===== src/design/clpf_mul.sv =====
// ----------------------------------------------------------------------------
// clpf_mul
// 64 x 64 unsigned multiplier built from one 32 x 32 multiplier, its partial
// products summed into a 128-bit accumulator.
// ----------------------------------------------------------------------------
module clpf_mul (
    input  logic         clk,
    input  logic         rst_n,
    input  logic         start,
    input  logic [63:0]  a,
    input  logic [63:0]  b,
    output logic         done,
    output logic [127:0] prod
);

    logic [63:0]  a_reg;
    logic [63:0]  b_reg;
    logic [127:0] acc_reg;
    logic [1:0]   step_reg;
    logic         busy_reg;
    logic         done_reg;
    logic [31:0]  a_sel;
    logic [31:0]  b_sel;
    logic [63:0]  pp;
    logic [127:0] pp_sh;

    // partial product for the current half pair
    always_comb
    begin
        a_sel = step_reg[1] ? a_reg[63:32] : a_reg[31:0];
        b_sel = step_reg[0] ? b_reg[63:32] : b_reg[31:0];
        pp    = a_sel * b_sel;
        unique case (step_reg)
            2'd0:    pp_sh = {64'd0, pp};
            2'd1:    pp_sh = {32'd0, pp, 32'd0};
            2'd2:    pp_sh = {32'd0, pp, 32'd0};
            default: pp_sh = {pp, 64'd0};
        endcase
    end

    // operand capture
    always_ff @(posedge clk)
    begin
        if (start)
        begin
            a_reg <= a;
            b_reg <= b;
        end
    end

    // accumulate sequence
    always_ff @(posedge clk or negedge rst_n)
    begin
        if (!rst_n)
        begin
            acc_reg  <= '0;
            step_reg <= '0;
            busy_reg <= 1'b0;
            done_reg <= 1'b0;
        end
        else if (start)
        begin
            acc_reg  <= '0;
            step_reg <= '0;
            busy_reg <= 1'b1;
            done_reg <= 1'b0;
        end
        else if (busy_reg)
        begin
            acc_reg  <= acc_reg + pp_sh;
            step_reg <= step_reg + 2'd1;
            if (step_reg == 2'd3)
            begin
                busy_reg <= 1'b0;
                done_reg <= 1'b1;
            end
        end
        else
        begin
            done_reg <= 1'b0;
        end
    end

    assign done = done_reg;
    assign prod = acc_reg;

endmodule


===== config.mk =====
export PLATFORM = sky130hd
export DESIGN_NAME = clpf_mul
export DESIGN_NICKNAME = d
export VERILOG_FILES = /design/src/design/clpf_mul.sv
export SDC_FILE = /design/constraint.sdc
export NUM_CORES = 2
export LEC_CHECK = 0
export BUFFER_PORTS_ARGS = -buffer_cell sky130_fd_sc_hd__buf_2
export CORE_MARGIN = 10
export CORE_UTILIZATION = 40
export CTS_CLUSTER_DIAMETER = 120
export CTS_CLUSTER_SIZE = 30
export DETAILED_ROUTE_END_ITERATION = 7
export PLACE_DENSITY = 0.59
export SLEW_MARGIN = 30
export SYNTH_ARGS = -nofsm -noshare
export SYNTH_HDL_FRONTEND = slang
export SYNTH_SLANG_ARGS = --single-unit
export TNS_END_PERCENT = 1

===== constraint.sdc =====
create_clock -name clk -period 13.7 [get_ports clk]
set_input_delay 0.685 -clock clk [delete_from_list [all_inputs] [get_ports clk]]
set_output_delay 0.685 -clock clk [all_outputs]
set_load 0.1 [all_outputs]

==> After elaboration in Yosys (flattened, before gate mapping) <==
Index checks and enable logic that the tools add are counted.
{ "classes": {"add_sub_neg": 2, "mul": 1, "n_div": 0, "order_cmp": 0, "n_eq_ne": 4, "shifts": 0, "n_mux": 13, "n_bitwise": 0, "reduce_logical": 3} }
{ "op_table": {"columns": ["operator", "count"], "rows": [
  ["2-to-1 mux 128 bit", 2],
  ["one-hot mux 128 bit (2 select lines)", 1],
  ["adder 128 bit", 1],
  ["multiplier 32 x 32 -> 64 bit", 1],
  ["2-to-1 mux 32 bit", 2],
  ["2-to-1 mux 1 bit", 6],
  ["equality test 2 bit, second input constant", 2],
  ["2-to-1 mux 2 bit", 2],
  ["inequality test 3 x 2 -> 1 bit, second input constant", 1],
  ["adder 2 x 1 -> 2 bit, second input constant", 1],
  ["equality test 2 x 1 -> 1 bit, second input constant", 1],
  ["logical NOT 2 bit", 1],
  ["nonzero test 2 bit", 1],
  ["OR reduction 2 bit", 1]
]} }
{ "totals": {"reg_bits": 260, "latch_bits": 0, "ram_bits": 0, "rom_bits": 0, "input_bits": 131, "output_inout_bits": 129, "elab_cells": 29, "n_memories": 0} }

==> Longest topological paths before layout <==
{ "depth": {"word_depth": 6, "mapped_depth": 48, "mapped_depth_nobuf": 42} }

==> Worst setup path before layout <==
OpenSTA, ideal clock, no wires.
{ "synth_path": {"kind": "register to register", "startpoint": "reg step_reg[1]", "endpoint": "reg acc_reg[123], in the netlist prod[123]", "setup_ps": 123, "t_arrival_ps": 11924, "required_ps": 13577, "setup_slack_ps": 1652, "path_stages_with_launch": 45, "n_path_buf": 6, "synth_period_minus_slack_ps": 12048, "path_cell_list": "dfrtp_1 clkbuf_1 clkbuf_1 buf_1 mux2i_1 clkbuf_1 nor2_1 fa_1 fa_1 inv_1 fa_1 fa_1 fa_1 inv_1 fa_1 fa_1 fa_1 ha_1 [9 not listed] nand2b_1 a21oi_1 xnor2_1 a22o_1 ha_1 clkbuf_1 nand4_1 nor2_1 and2_4 nand2b_2 or4_4 o21bai_4 or4b_4 o31a_4 o41ai_4 nand4_1 a31o_1 a32o_1"} }
{ "synth_between": {"elab_chain_len": 6, "word_cells_on_any_way": 10, "classes_between": "add/sub (1); mul (1); eq/ne (2); mux (4); reduce/logical (2)"} }
{ "synth_rtl": {"columns": ["item", "line_no", "rtl"], "rows": [
  ["start: declaration", "19", "logic [1:0] step_reg;"],
  ["start signal: assignment", "71", "step_reg <= step_reg + 2'd1;"],
  ["2-to-1 mux 32 bit, or another cell as far along", "30", "a_sel = step_reg[1] ? a_reg[63:32] : a_reg[31:0];"],
  ["multiplier 32 x 32 -> 64 bit or OR reduction 2 bit (tied branches)", null, null],
  ["one-hot mux 128 bit (2 select lines) *", "33", "unique case (step_reg)"],
  ["adder 128 bit *", "70", "acc_reg <= acc_reg + pp_sh;"],
  ["2-to-1 mux 128 bit *", "68", "else if (busy_reg)"],
  ["2-to-1 mux 128 bit *", "61", "else if (start)"],
  ["end signal: assignment", "70", null],
  ["end: declaration", "18", "logic [127:0] acc_reg;"]
]} }
Every way passes the cells marked *; elsewhere a longest branch is shown, timed or not. The select of a mux whose other input is x is not followed.
A chain may end at the register's enable or synchronous reset.

==> Worst setup path in the final report <==
{ "layout_path": {"startpoint": "reg step_reg[0]", "endpoint": "reg acc_reg[123], in the netlist prod[123]"} }
{ "layout_between": {"elab_chain_len": 6, "word_cells_on_any_way": 10, "classes_between": "add/sub (1); mul (1); eq/ne (2); mux (4); reduce/logical (2)"} }
{ "layout_rtl": {"columns": ["item", "line_no", "rtl"], "rows": [
  ["2-to-1 mux 32 bit, or another cell as far along", "31", "b_sel = step_reg[0] ? b_reg[63:32] : b_reg[31:0];"],
  ["multiplier 32 x 32 -> 64 bit or OR reduction 2 bit (tied branches)", null, null],
  ["one-hot mux 128 bit (2 select lines) *", "33", null],
  ["adder 128 bit *", "70", null],
  ["2-to-1 mux 128 bit *", "68", null],
  ["2-to-1 mux 128 bit *", "61", null]
]} }
Marked as above.

==> impl.org <==
** Routing
- Via density per instance :: 5.62
- DRC violation count after routing :: 0
- Number of violations reported at the end of detailed-routing iteration 0 :: 3812
- Detailed Routing Iterations Pass 1 :: 7
- The detail route stage leaves a number of antenna-violating nets equal to 0.
- Total routed wirelength :: 191000 um
- After detailed routing, the average wire length per cell comes to 25.2 um.
- The detailed router placed 42593 vias in this run.

** Clock network
- Number of buffers created by CTS :: 17
- Deepest level of the CTS H-tree :: 1
- TritonCTS built the clock tree.
- CTS-repair resized insts :: 0
- Clock tree buffer depth :: 3
- TritonCTS Sinks :: 260
- Hold-fix buffers at CTS :: 0
- Number of setup buffers added after CTS :: 0
- Clock-pin slew was measured on the worst setup and hold paths at 110 ps.
- Clock Latency Late Sink :: 610 ps
- The cell sitting at the root of the clock tree is a sky130_fd_sc_hd__clkbuf_16.

** Layout
- The final layout contains 7326 nets.
- The library cell used most frequently in the layout, excluding fill and tap cells, is sky130_fd_sc_hd__inv_1.
- Max FFs per register :: 128
- Layout cells sized above 1 :: 9.63%
- Leaving out fill and tap cells, the most frequent cells in the layout are sky130_fd_sc_hd__inv_1 (900), sky130_fd_sc_hd__fa_1 (897), sky130_fd_sc_hd__nor2_1 (811).
- Syn-to-layout area delta :: 8.57%

** Yosys
- Yosys mapped a number of flops with a built-in enable equal to 128.
- Fraction of post-synthesis cell area in the top cell type by area :: 35.3%
- Counting flops and latches in the post-synthesis netlist gives 260.
- Synthesis produced a netlist with a net count of 7188.
- The largest total area in the synthesized netlist belongs to sky130_fd_sc_hd__fa_1.
- The cell area that synthesis handed to floorplanning was 50900 sq um.
- Async set-reset flop share out of synthesis :: 50.8%
- Post-synth top flop :: sky130_fd_sc_hd__dfrtp_1
- In the synthesized netlist, the number of instances is 5768.
- Yosys mapped the design onto 81 distinct sky130hd cell types.
- Warnings from Yosys :: 0
- The average instance in the mapped netlist occupies 8.82 sq um.
- Synth top area cells :: sky130_fd_sc_hd__fa_1 (35%), sky130_fd_sc_hd__ha_1 (9.6%), sky130_fd_sc_hd__edfxtp_1 (7.6%)
- Post-synthesis sequential area ratio :: 14.0%

** Timing
- Worst hold slack after final layout :: 115 ps
- Based on the critical path, the design can be clocked at up to 76.8 MHz.
- Unrepaired setup endpoints after global routing :: no
- The final hold violation count was 0.
- Summed over all failing endpoints, the final setup total negative slack is 0 ps.
- The worst pin sits at a relative slew slack of 33.5%.
- Final critical-path required period :: 13020 ps
- Layout Skew :: 41.7 ps
- Setup violations remaining at the end of the flow were counted as 0.
- Final period utilization :: 95.1%
- Fin. max-slew vios :: 0
- Transition time of the tightest slew-check pin :: 998 ps

** Floorplanning
- In this run the horizontal extent of the chip is 377 um.
- Number of top-level pins :: 260
- Die height :: 377 um
- The die covers 142000 sq um.
- Number of standard-cell rows in the floorplan :: 130
- Core footprint :: 126000 sq um
- The initial utilization of the core area, before any placement, comes to 40.4%.

** Placement
- Buffers placed on the I/O ports in this run total 259.
- Once detailed placement completed, the half-perimeter wirelength came to 160000 um.
- The congestion estimate from routability-driven global placement came to 0.983.

** Run
- Max-cap violations in this run came to 0.

** Setup path
- Worst Reg2Reg Path Length in Cells :: 39
- In this run the register-to-register setup slack is 680 ps.
- Reg-to-Reg Start :: step_reg[0]
- The largest single stage delay on the critical path is 870 ps.
- Critical path required time :: 14190 ps
- In this run the worst path has a maximum fanout of 24.
- Critical-path top delay cell :: sky130_fd_sc_hd__dfrtp_4
- Most prevalent standard cell on the critical path :: sky130_fd_sc_hd__fa_1
- Critical path type :: reg -> reg
- The worst register-to-register path ends at prod[123].
- Startpoint Class :: flip-flop
- STA classifies the critical path endpoint as a flip-flop.
- At the worst endpoint, the arrival time is 13520 ps.

** GRT
- The first global-routing pass estimated 285000 um of wire.
- Entering global routing, the biggest net connects 74 pins.
- The via count of the first global-routing pass came to 43744.
- Global routing used 26.7% of the available tracks.
- The total overflow left after global routing is 0.
- Initial antenna violation count :: 11

** Worst hold path
- The path class of the tightest hold or removal check is in -> async.

** Status
- Run status :: finished clean
-- how the worst max path moves through the flow --
stage / start / endpoint / slack (ps)
2_1_floorplan: step_reg[1] / prod[123] / 1650
3_3_place_gp: step_reg[1] / prod[123] / 970
3_5_place_dp: step_reg[1] / prod[123] / 920
4_1_cts: step_reg[0] / prod[123] / 840
5_1_grt: step_reg[0] / prod[123] / 130
6_report: step_reg[0] / prod[123] / 680
-- synthesized netlist by cell type (all sizes together) (65+ instances only) --
cell type / instances
xnor2: 114
fa: 897
a21o: 119
xor2: 70
inv: 900
mux2i: 121
a21oi: 256
clkbuf: 261
edfxtp: 128
dfrtp: 132
nand2: 717
ha: 392
nand4: 65
nor2: 812
o21ai: 219
-- stage by stage --
stage | cell area (sq um) | util [%] | worst slack [ps] | cells
floorplan | 50900 | - | 1650 | 5768
global placement | 54500 | 43.3 | 971 | 7537
detailed placement | 54500 | 43.3 | 917 | 7537
CTS | 55200 | 43.8 | 839 | 7567
global route | 55200 | 43.9 | 130 | 7569
finish | 55200 | 43.9 | 676 | 7573
-- area by class of cell --
cell class | count | area [sq um]
fillers | 12508 | 70700
multi-input cells | 4319 | 39500
flip-flops and latches | 260 | 7160
inverters | 901 | 3380
repair buffers | 407 | 2460
well taps | 1650 | 2060
clock buffers | 17 | 425
clock inverters | 13 | 229
diodes | 6 | 15.0
-- layer usage --
layer / vias to the layer above / part of all wire [%] / global-route usage [%]
li1: 18609 / - / -
met1: 21626 / 42 / 36.3
met2: 1981 / 45 / 41.7
met4: 8 / 4.9 / 10.1
met5: - / 0.023 / 0
met3: 369 / 8.8 / 5.34
-- logic make-up after synthesis --
kind of cell	after synthesis	share of synthesized area, %
flip-flops	260	14.0
XOR/XNOR	184	3.17
multiplexers	183	3.75
adder cells (fa/ha/maj)	1289	44.9
buffers and inverters	1189	8.80
AND/OR/NAND/NOR	1799	14.6
AO/OA/AOI/OAI	864	10.7
-- critical path, delay by kind of cell (launching register included) --
kind / cells / cell delay (ps)
simple gates: 8 / 1970
flops: 1 / 870
fa+ha+maj: 10 / 4840
mux: 1 / 820
compound gates: 16 / 3830
buf+inv: 3 / 300
xor+xnor: 1 / 220
Power is not shown: default switching activity piles up to over one toggle a cycle in this logic, so the estimate is an artifact.
