`config.mk`:
```
export PLATFORM = sky130hd
export DESIGN_NAME = clpf_rootdiv
export DESIGN_NICKNAME = d
export VERILOG_FILES = /design/src/design/clpf_pkg.sv /design/src/design/clpf_rootdiv.sv
export SDC_FILE = /design/constraint.sdc
export NUM_CORES = 1
export LEC_CHECK = 0
export BUFFER_PORTS_ARGS = -buffer_cell sky130_fd_sc_hd__buf_2
export CORE_AREA = 2 2 197 199
export CTS_BUF_LIST = sky130_fd_sc_hd__clkbuf_8
export DETAILED_ROUTE_END_ITERATION = 12
export DIE_AREA = 0 0 199 201
export HOLD_SLACK_MARGIN = 0.15
export PLACE_DENSITY = 0.67
export SKIP_CTS_REPAIR_TIMING = 1
export SLEW_MARGIN = 10
export SYNTH_ARGS = -nofsm -noshare
export SYNTH_HDL_FRONTEND = slang
export SYNTH_SLANG_ARGS = --single-unit
```
`constraint.sdc`:
```
create_clock -name clk -period 5.9 [get_ports clk]
set_input_delay 0.59 -clock clk [delete_from_list [all_inputs] [get_ports clk]]
set_output_delay 0.59 -clock clk [all_outputs]
set_load 0.03 [all_outputs]
```
`src/design/clpf_pkg.sv`:
```
// ----------------------------------------------------------------------------
// clpf_pkg
// Shared types, constants and saturating helpers for the pair force unit.
// ----------------------------------------------------------------------------
package clpf_pkg;

    // field widths
    localparam int IDX_W   = 12;
    localparam int COORD_W = 32;
    localparam int CHG_W   = 16;
    localparam int LJ_W    = 48;
    localparam int FRC_W   = 48;
    localparam int NRG_W   = 64;

    // close pair floor on the squared distance
    localparam logic [63:0] R_FLOOR  = 64'd1 << 30;
    // signed range limits
    localparam logic [63:0] I64_MAX  = 64'h7FFF_FFFF_FFFF_FFFF;
    localparam logic [63:0] I64_MIN  = 64'h8000_0000_0000_0000;
    localparam logic [47:0] FRC_MAX  = 48'h7FFF_FFFF_FFFF;
    localparam logic [47:0] FRC_MIN  = 48'h8000_0000_0000;
    // largest values that survive a scale by 12 and by 6
    localparam logic [63:0] CAP12    = 64'd768614336404564650;
    localparam logic [63:0] CAP6     = 64'd1537228672809129301;

    // operation of the shared divide / root unit
    typedef enum logic {
        RD_DIV,
        RD_SQRT
    } rd_mode_t;

    // value with its saturation flag
    typedef struct packed {
        logic        sat;
        logic [63:0] val;
    } sat64_t;

    // floor(p / 2^sh) saturated to the unsigned 64-bit top
    function automatic sat64_t mul_shift(input logic [127:0] p, input int sh);
        sat64_t      r;
        logic [127:0] t;
        t     = p >> sh;
        r.sat = (t[127:64] != 64'd0);
        r.val = r.sat ? {64{1'b1}} : t[63:0];
        return r;
    endfunction

    // signed 64-bit add saturated to the signed range
    function automatic sat64_t sadd64(input logic [63:0] a, input logic [63:0] b);
        sat64_t      r;
        logic [64:0] s;
        s     = {a[63], a} + {b[63], b};
        r.sat = (s[64] != s[63]);
        r.val = r.sat ? (s[64] ? I64_MIN : I64_MAX) : s[63:0];
        return r;
    endfunction

endpackage

```
`src/design/clpf_rootdiv.sv`:
```
// ----------------------------------------------------------------------------
// clpf_rootdiv
// Bit-serial restoring unit shared by the reciprocal floor(2^78 / r) and the
// root floor(sqrt(v * 2^40)); one quotient or root bit per cycle.
// ----------------------------------------------------------------------------
module clpf_rootdiv (
    input  logic              clk,
    input  logic              rst_n,
    input  logic              start,
    input  clpf_pkg::rd_mode_t mode,
    input  logic [63:0]       operand,
    output logic              done,
    output logic [63:0]       result
);

    localparam logic [6:0] DIV_TOP  = 7'd78;
    localparam logic [6:0] ROOT_TOP = 7'd44;

    clpf_pkg::rd_mode_t mode_reg;
    logic [63:0] rem_reg;
    logic [63:0] q_reg;
    logic [63:0] den_reg;
    logic [89:0] src_reg;
    logic [6:0]  cnt_reg;
    logic        busy_reg;
    logic        done_reg;
    logic [63:0] shifted;
    logic [63:0] sub;
    logic        take;
    logic [63:0] rem_next;

    // one compare and subtract step
    always_comb
    begin
        unique case (mode_reg)
            clpf_pkg::RD_DIV:
            begin
                shifted = {rem_reg[62:0], (cnt_reg == DIV_TOP)};
                sub     = den_reg;
                take    = rem_reg[63] | (shifted >= sub);
            end
            default:
            begin
                shifted = {rem_reg[61:0], src_reg[89:88]};
                sub     = {q_reg[61:0], 2'b01};
                take    = (shifted >= sub);
            end
        endcase
        rem_next = take ? (shifted - sub) : shifted;
    end

    // iteration control
    always_ff @(posedge clk or negedge rst_n)
    begin
        if (!rst_n)
        begin
            mode_reg <= clpf_pkg::RD_DIV;
            rem_reg  <= '0;
            q_reg    <= '0;
            den_reg  <= '0;
            src_reg  <= '0;
            cnt_reg  <= '0;
            busy_reg <= 1'b0;
            done_reg <= 1'b0;
        end
        else if (start)
        begin
            mode_reg <= mode;
            rem_reg  <= '0;
            q_reg    <= '0;
            den_reg  <= operand;
            src_reg  <= {operand[49:0], 40'd0};
            cnt_reg  <= (mode == clpf_pkg::RD_DIV) ? DIV_TOP : ROOT_TOP;
            busy_reg <= 1'b1;
            done_reg <= 1'b0;
        end
        else if (busy_reg)
        begin
            rem_reg <= rem_next;
            q_reg   <= {q_reg[62:0], take};
            src_reg <= {src_reg[87:0], 2'b00};
            cnt_reg <= cnt_reg - 7'd1;
            if (cnt_reg == 7'd0)
            begin
                busy_reg <= 1'b0;
                done_reg <= 1'b1;
            end
        end
        else
        begin
            done_reg <= 1'b0;
        end
    end

    assign done   = done_reg;
    assign result = q_reg;

endmodule

```
* Yosys cells after proc, flatten, opt, wreduce, memory -nomap -nowiden
Index checks and enable logic that the tools add are counted.
** Storage, ports and cells
- Bits in registers :: 292
- Word-level logic and storage cells :: 36
- Output and inout port bits :: 65
- Input port bits :: 68
** Operators by class
- Magnitude comparators :: 2
- Equality and inequality tests :: 2
- Reductions and logical operators :: 2
- Bitwise operators :: 1
- Add/subtract/negate cells :: 2
- Muxes and demuxes :: 19
** Operator list (number)
- $mux 64 :: 7
- $mux 90 :: 2
- $ge 64x64->1 :: 2
- $sub 64x64->64 :: 1
- $mux 7 :: 3
- $eq 7x7->1 const B :: 1
- $logic_not 7->1 :: 1
- $mux 1 :: 7
- $sub 7x1->7 const B :: 1
- $ne 3x2->1 const B :: 1
- $reduce_bool 2->1 :: 1
- $or 1x1->1 :: 1

* Longest topological paths before layout
Gate-level depths: netlist (run 1).
- Depth in word-level cells :: 7
- Mapped depth :: 18
- Depth with buffers taken out :: 18

* Worst setup path before layout (run 1)
No wires, ideal clock.
- Kind :: register -> register
- Start point :: register mode_reg
- End point :: register rem_reg[59]
- Data arrival time :: 4.109 ns
- Setup time :: 0.079 ns
- Setup slack :: 1.712 ns
- Required time :: 5.821 ns
- Clock period less this slack :: 4.188 ns
- Path buffers :: 4
- Cell stages (with the launch flop) :: 17
- Cells stage by stage :: dfrtp_1 buf_1 clkbuf_1 clkbuf_1 mux2i_1 ha_1 clkbuf_1 nand4_1 nor3_1 inv_1 o211ai_1 a31oi_2 o31ai_1 a21oi_1 nor3_1 mux2_2 a2bb2oi_1
** On the way
- Cells in the longest elaborated chain, start to end :: 5
- Elaborated cells between the ends (all ways) :: 7
- Classes of those cells :: add/sub (1); mux (6)
** RTL lines
- from (decl) :: RTL line clpf_rootdiv.sv:19 : clpf_pkg::rd_mode_t mode_reg;
- from (signal assigned) :: RTL line clpf_rootdiv.sv:57 : mode_reg <= clpf_pkg::RD_DIV;
- from (signal assigned) :: RTL line clpf_rootdiv.sv:68 : mode_reg <= mode;
- $mux 64 :: RTL line clpf_rootdiv.sv:35 : unique case (mode_reg)
- $sub 64x64->64 :: RTL line clpf_rootdiv.sv:49 : rem_next = take ? (shifted - sub) : shifted;
- $mux 64 * :: RTL line clpf_rootdiv.sv:49
- $mux 64 * :: RTL line clpf_rootdiv.sv:77 : else if (busy_reg)
- $mux 64 * :: RTL line clpf_rootdiv.sv:66 : else if (start)
- to (signal assigned) :: RTL line clpf_rootdiv.sv:79 : rem_reg <= rem_next;
- to (decl) :: RTL line clpf_rootdiv.sv:20 : logic [63:0] rem_reg;
Mark *: on every way between the ends. The rest lies on a longest branch, timed or not. The select of a mux whose other input is x is not followed.
A chain may end at the register's enable or synchronous reset.

* Worst setup path after layout (run 1)
- Start point :: register mode_reg
- End point :: register rem_reg[61]
Same word-level chain as after synthesis.

==> results of run 1 <==
-- metrics by stage --
step           hold WS (ns)  std cells  setup WS, ns  utilization (%)
2_1_floorplan         0.294       2095          1.71                -
3_3_place_gp          0.461       2647          1.18             51.7
3_5_place_dp          0.464       2647          1.14             51.7
4_1_cts              0.0770       2727          1.14             54.5
5_1_grt               0.174       2728         0.746             54.5
6_report              0.180       2728          1.05             54.5
-- cells in the mapped netlist, drive strengths merged, types with 13 or more instances --
library cell	count
inv	149
nor2	211
nand4	44
a211oi	55
o21ai	183
nor3	20
a21oi	135
xnor2	33
xor2	28
dfrtp	252
ha	192
clkbuf	91
a31oi	13
nand2	159
o211ai	13
nand3	24
and3	13
buf	21
mux2i	201
a21o	38
mux2	68
-- worst max path at each step --
stage	endpoint	slack [ns]	cells past startpoint
final	rem_reg[61]	1.05	13
after global routing	rem_reg[53]	0.75	14
after CTS	rem_reg[61]	1.14	13
after detailed placement	rem_reg[61]	1.14	13
after global placement	rem_reg[61]	1.18	13
after floorplan	rem_reg[59]	1.71	16
-- worst reg2reg max path, delay by kind of cell (launching register included) --
kind                     cells  cell delay, ns
flip-flops                   1            1.14
multiplexers                 2            0.79
buffers and inverters        1            0.52
adder cells (fa/ha/maj)      1            0.47
AO/OA/AOI/OAI                8            1.73
AND/OR/NAND/NOR              1            0.12
-- area by class of cell --
class / instances / share of cell area, %
repair buffers: 147 / 4.00
inverters: 150 / 2.71
multi-input cells: 1581 / 54.7
flip-flops and latches: 252 / 30.4
clock inverters: 22 / 1.20
well taps: 518 / 3.12
clock buffers: 58 / 3.84
-- logic make-up after synthesis --
family | share of synthesized area (%)
buffers and inverters | 5.42
and+or+nand+nor | 12.2
xor gates and xnor gates | 2.86
adders and majority gates | 13.0
DFF | 33.7
muxes | 14.9
AOI/OAI and AO/OA | 17.9
-- layer usage --
metal	global-route usage (%)	routed length [um]
met5	0	13
met4	11.0	1940
met3	4.05	2210
met2	41.7	23800
met1	33.0	22400
-- report_power, final --
group | switching [mW] | internal [mW]
Sequential | 0.258 | 1.93
Combinational | 2.33 | 1.70
Clock | 0.779 | 1.14
Total | 3.36 | 4.78
-- placed cells by master, fill, tap and decap left out, types with 13 or more instances in the layout --
cell	instances
mux2_2	66
nor2_1	211
a211oi_1	55
nand4_1	44
mux2i_1	201
and3_1	13
ha_1	192
nor3_1	20
inv_1	158
nand2_1	158
a21o_1	38
nand3_1	24
o21ai_0	183
xor2_1	28
xnor2_1	33
buf_2	130
o211ai_1	13
a21oi_1	135
clkbuf_8	59
dfrtp_1	250
==> results.yml, run 1 <==
status:
  status: "complete, no violations"
logic_synthesis:
  async_flop_share_pct: 100
  syn_area_sq_um: 18700
  syn_nets: 2356
  syn_area_per_cell_sq_um: 8.92
  synth_edf_count: 0
  synthCells: 2095
  synth_ff_type: "dfrtp_1"
  ys_warn_count: 0
  ys_top_cells_by_area: "dfrtp_1 (34%), ha_1 (13%), mux2i_1 (11%)"
  synth_seq_cells: 252
  yosysSeqAreaShare_pct: 33.7
  yosysTopAreaCell: "dfrtp_1"
  synth_cell_types: 74
  synth_top_area_share_pct: 33.7
setup_path:
  arrival_ns: 5.37
  reg2reg_depth: 13
  reg2reg_slack_ns: 1.05
  crit_start: "mode_reg"
  end_kind: "flop"
  r2r-start: "mode_reg"
  cpPeakStageDelay_ns: 1.14
  required_ns: 6.42
  timing.rr.end: "rem_reg[61]"
  crit_chain: "buf_12 -> mux2_2 -> ha_1 -> a21oi_1 -> o211ai_1 -> a211oi_1 -> o21a_1 -> o21ai_0 -> a22oi_1 -> o21ai_0 -> mux2_2 -> a22o_1 -> nor3_1"
  cp-start-kind: "flop"
  path_buf_inv: 1
  worstPathMaxFanout: 73
  crit_type: "flop to flop"
  path_delay_family: "compound AO/OA/AOI/OAI gates"
  critPathSlowestCell: "dfrtp_4"
min_path:
  min-delay-start: "operand[57]"
  hold_path.class: "input port to flop"
  min_path_cells: 3
  min_to: "den_reg[57]"
power_and_ir_drop:
  leakagePower_nw: 10.9
  max-vdd-ir-drop_mv: 0.208
  p_per_area_nw_per_um2: 392
  report.power.total_mw: 8.14
clocking:
  insertion_delay_ns: 0.62
  cts_num_sinks: 252
  cts_buffer_depth: 3
  tritoncts: "built"
  clkSlewWorstSetupHoldPaths_ns: 0.07
  cts_buffers: 47
  htree_levels: 2
  cts_root_buf: "clkbuf_8"
drt:
  firstDrtPassIters: 5
  vias: 15800
  drc_errors: 0
  antenna_left: 0
  drt_iter0_drc: 873
  vias_per_cell: 5.78
  drt_wl_total_um: 50300
  wl_per_cell_um: 18.4
sta:
  timing.final.crit_period_ns: 4.85
  maxSlewHeadroom_pct: 21.8
  drv_slew: 0
  setup_violations: 0
  final_hold_viol_count: 0
  rsz0062_at_grt: "no"
  max_freq_mhz: 206
  period_share_pct: 82.2
  fin_skew_ns: 0.0336
  fin_tns_setup_ns: 0
  tightest_slew_ns: 1.17
die:
  core_sq_um: 38100
  rows: 72
  io_pins: 133
  die_area_sq_um: 40000
  die_h_um: 201
  dieWidth_um: 199
  initial_utilization_pct: 49.0
global_routing:
  overflow: 0
  grt_pass1_wl_um: 81600
  grt_max_degree: 140
  grt_pass1_vias: 15800
  antenna_found_initial: 2
  track_usage_pct: 25.4
finish:
  final_nets: 2440
  nFillCells: 3567
  multi_input_area_sq_um: 11400
  seq_area_sq_um: 6310
  drive_gt1_share_pct: 13.5
  insertedDiodeCount: 0
  fin_area_sq_um: 20800
  areaGrowthSynthToFinish_pct: 11.2
place:
  portBuffers: 132
  gp_congestion: 0.890
  placed_area_sq_um: 19700
  dp_hpwl_um: 37000
job:
  maxCapViolCount: 0
Note: power is estimated with default switching activity, not from simulation.
==> inputs of run 2 (changes only) <==
==> constraint.sdc (replaced) <==
create_clock -name clk -period 5.1 [get_ports clk]
set_input_delay 0.51 -clock clk [delete_from_list [all_inputs] [get_ports clk]]
set_output_delay 0.51 -clock clk [all_outputs]
set_load 0.03 [all_outputs]
==> run 2 against run 1 <==
  * Cell area rose by 2.1%
  * Power grew 15%
  * Register-to-register slack got worse by 0.58 ns
  * Combinational power grew 17%
  * Hold slack worse by 0.050 ns
  * Critical endpoint is now rem_reg[47]
==> results.yml, run 2 (synthesized netlist as in run 1, its figures left out) <==
status:
  status: "complete, no violations"
sta:
  max_freq_mhz: 216
  period_share_pct: 90.8
  maxSlewHeadroom_pct: 22.3
  whs_ns: 0.130
  tightest_slew_ns: 1.16
  fin_tns_setup_ns: 0
  timing.final.crit_period_ns: 4.63
  drv_slew: 0
  fin_skew_ns: 0.0146
  final_hold_viol_count: 0
  setup_violations: 0
  rsz0062_at_grt: "no"
finish:
  final_common_cell: "dfrtp_1"
  drive_gt1_share_pct: 13.7
  nFillCells: 3533
  seq_area_sq_um: 6310
  final_util_pct: 55.7
  multi_input_area_sq_um: 11400
  insertedDiodeCount: 0
  final_cell_mix: "dfrtp_1 (250), nor2_1 (211), mux2i_1 (201)"
  fin_area_sq_um: 21200
  fin_cells: 2774
  final_nets: 2488
  areaGrowthSynthToFinish_pct: 13.5
global_routing:
  grt_pass1_vias: 15800
  overflow: 0
  track_usage_pct: 25.4
  antenna_found_initial: 0
  grt_max_degree: 107
  grt_pass1_wl_um: 82000
place:
  placed_area_sq_um: 19800
  post-place-cells: 2657
  portBuffers: 132
  dp_hpwl_um: 37100
  gp_congestion: 0.882
drt:
  vias_per_cell: 5.73
  vias: 15900
  firstDrtPassIters: 5
  antenna_left: 0
  wl_per_cell_um: 18.2
  drt_iter0_drc: 817
  drt_wl_total_um: 50500
  drc_errors: 0
setup_path:
  r2r-start: "mode_reg"
  crit_type: "flop to flop"
  arrival_ns: 5.09
  required_ns: 5.56
  worstPathMaxFanout: 58
  end_kind: "flop"
  crit_start: "mode_reg"
  cp-start-kind: "flop"
power_and_ir_drop:
  max-vdd-ir-drop_mv: 0.201
  swShare_pct: 41.3
  power_frac_comb_pct: 50.4
  leakagePower_nw: 11.1
  p_per_area_nw_per_um2: 443
  switching_power_mw: 3.88
  p_seq_share_pct: 26.9
  power.share.clock_pct: 22.8
  p_int_mw: 5.51
die:
  initial_utilization_pct: 49.0
  core_sq_um: 38100
  dieWidth_um: 199
  rows: 72
  io_pins: 133
  die_h_um: 201
  die_area_sq_um: 40000
job:
  maxCapViolCount: 0
clocking:
  cts_buffer_depth: 3
  cts_num_sinks: 252
  tritoncts: "built"
  cts_buffers: 47
  cts_root_buf: "clkbuf_8"
  clkSlewWorstSetupHoldPaths_ns: 0.07
  htree_levels: 2
  insertion_delay_ns: 0.61
min_path:
  hold_path.class: "input port to flop"
  min-delay-start: "operand[59]"
## run 2: cell count changes in the layout (fill, tap and decap cells not counted), sizes merged
cell	delta
buf	+10
bufinv	-2
clkbuf	+2
clkinv	-1
clkinvlp	+2
dlygate4sd3	+38
inv	-3
## run 2: worst paths after layout
| kind | cells past startpoint | end | slack, ns |
|---|---|---|---|
| min in group asynchronous | 2 | result[63] | 0.54 |
| worst max-delay path | 14 | rem_reg[47] | 0.47 |
| worst min register to register | 2 | src_reg[41] | 0.50 |
| max in group asynchronous | 3 | den_reg[32] | 3.35 |
| worst max register to register | 14 | rem_reg[47] | 0.47 |
| worst min-delay path | 3 | den_reg[59] | 0.13 |
## run 2: cell type report
cell class | instances | share of cell area [%]
Sequential cell | 252 | 29.8
Clock inverter | 18 | 0.885
Inverter | 150 | 2.65
Clock buffer | 60 | 3.89
Tap cell | 518 | 3.06
Timing Repair Buffer | 195 | 6.13
Multi-Input combinational cell | 1581 | 53.6
## run 2: through the flow
step	power, mW	setup WS (ns)
global placement	7.13	0.655
finish	9.39	0.468
global route	10.1	0.240
floorplan	6.00	0.912
detailed placement	7.19	0.491
CTS	9.39	0.446
## run 2: metal layers
metal	part of all wire, %	global-route usage, %	routed length (um)
met5	0	0	0
met2	48	42.7	24400
met1	45	33.4	22800
met4	2.9	7.97	1470
met3	3.8	3.98	1920
## run 2: power groups by stage
stage	combinational [mW]	clock [mW]	sequential, mW
final	4.73	2.14	2.52
after floorplan	3.57	0	2.44
after global placement	4.58	0	2.55
after global routing	5.26	2.28	2.56
after CTS	4.67	2.19	2.52
after detailed placement	4.64	0	2.55
## run 2: worst max-delay path, stage by stage (launching register included)
cell and delay (ns):
dfrtp_4 0.96, buf_4 0.40, mux2i_1 0.12, ha_1 0.42, nand4_1 0.21, nor3_1 0.21
o21ai_0 0.15, a211oi_1 0.43, o31ai_1 0.13, buf_4 0.17, a21oi_1 0.34, a41oi_1 0.26
o21ai_0 0.32, xnor2_1 0.18, o21ai_0 0.10
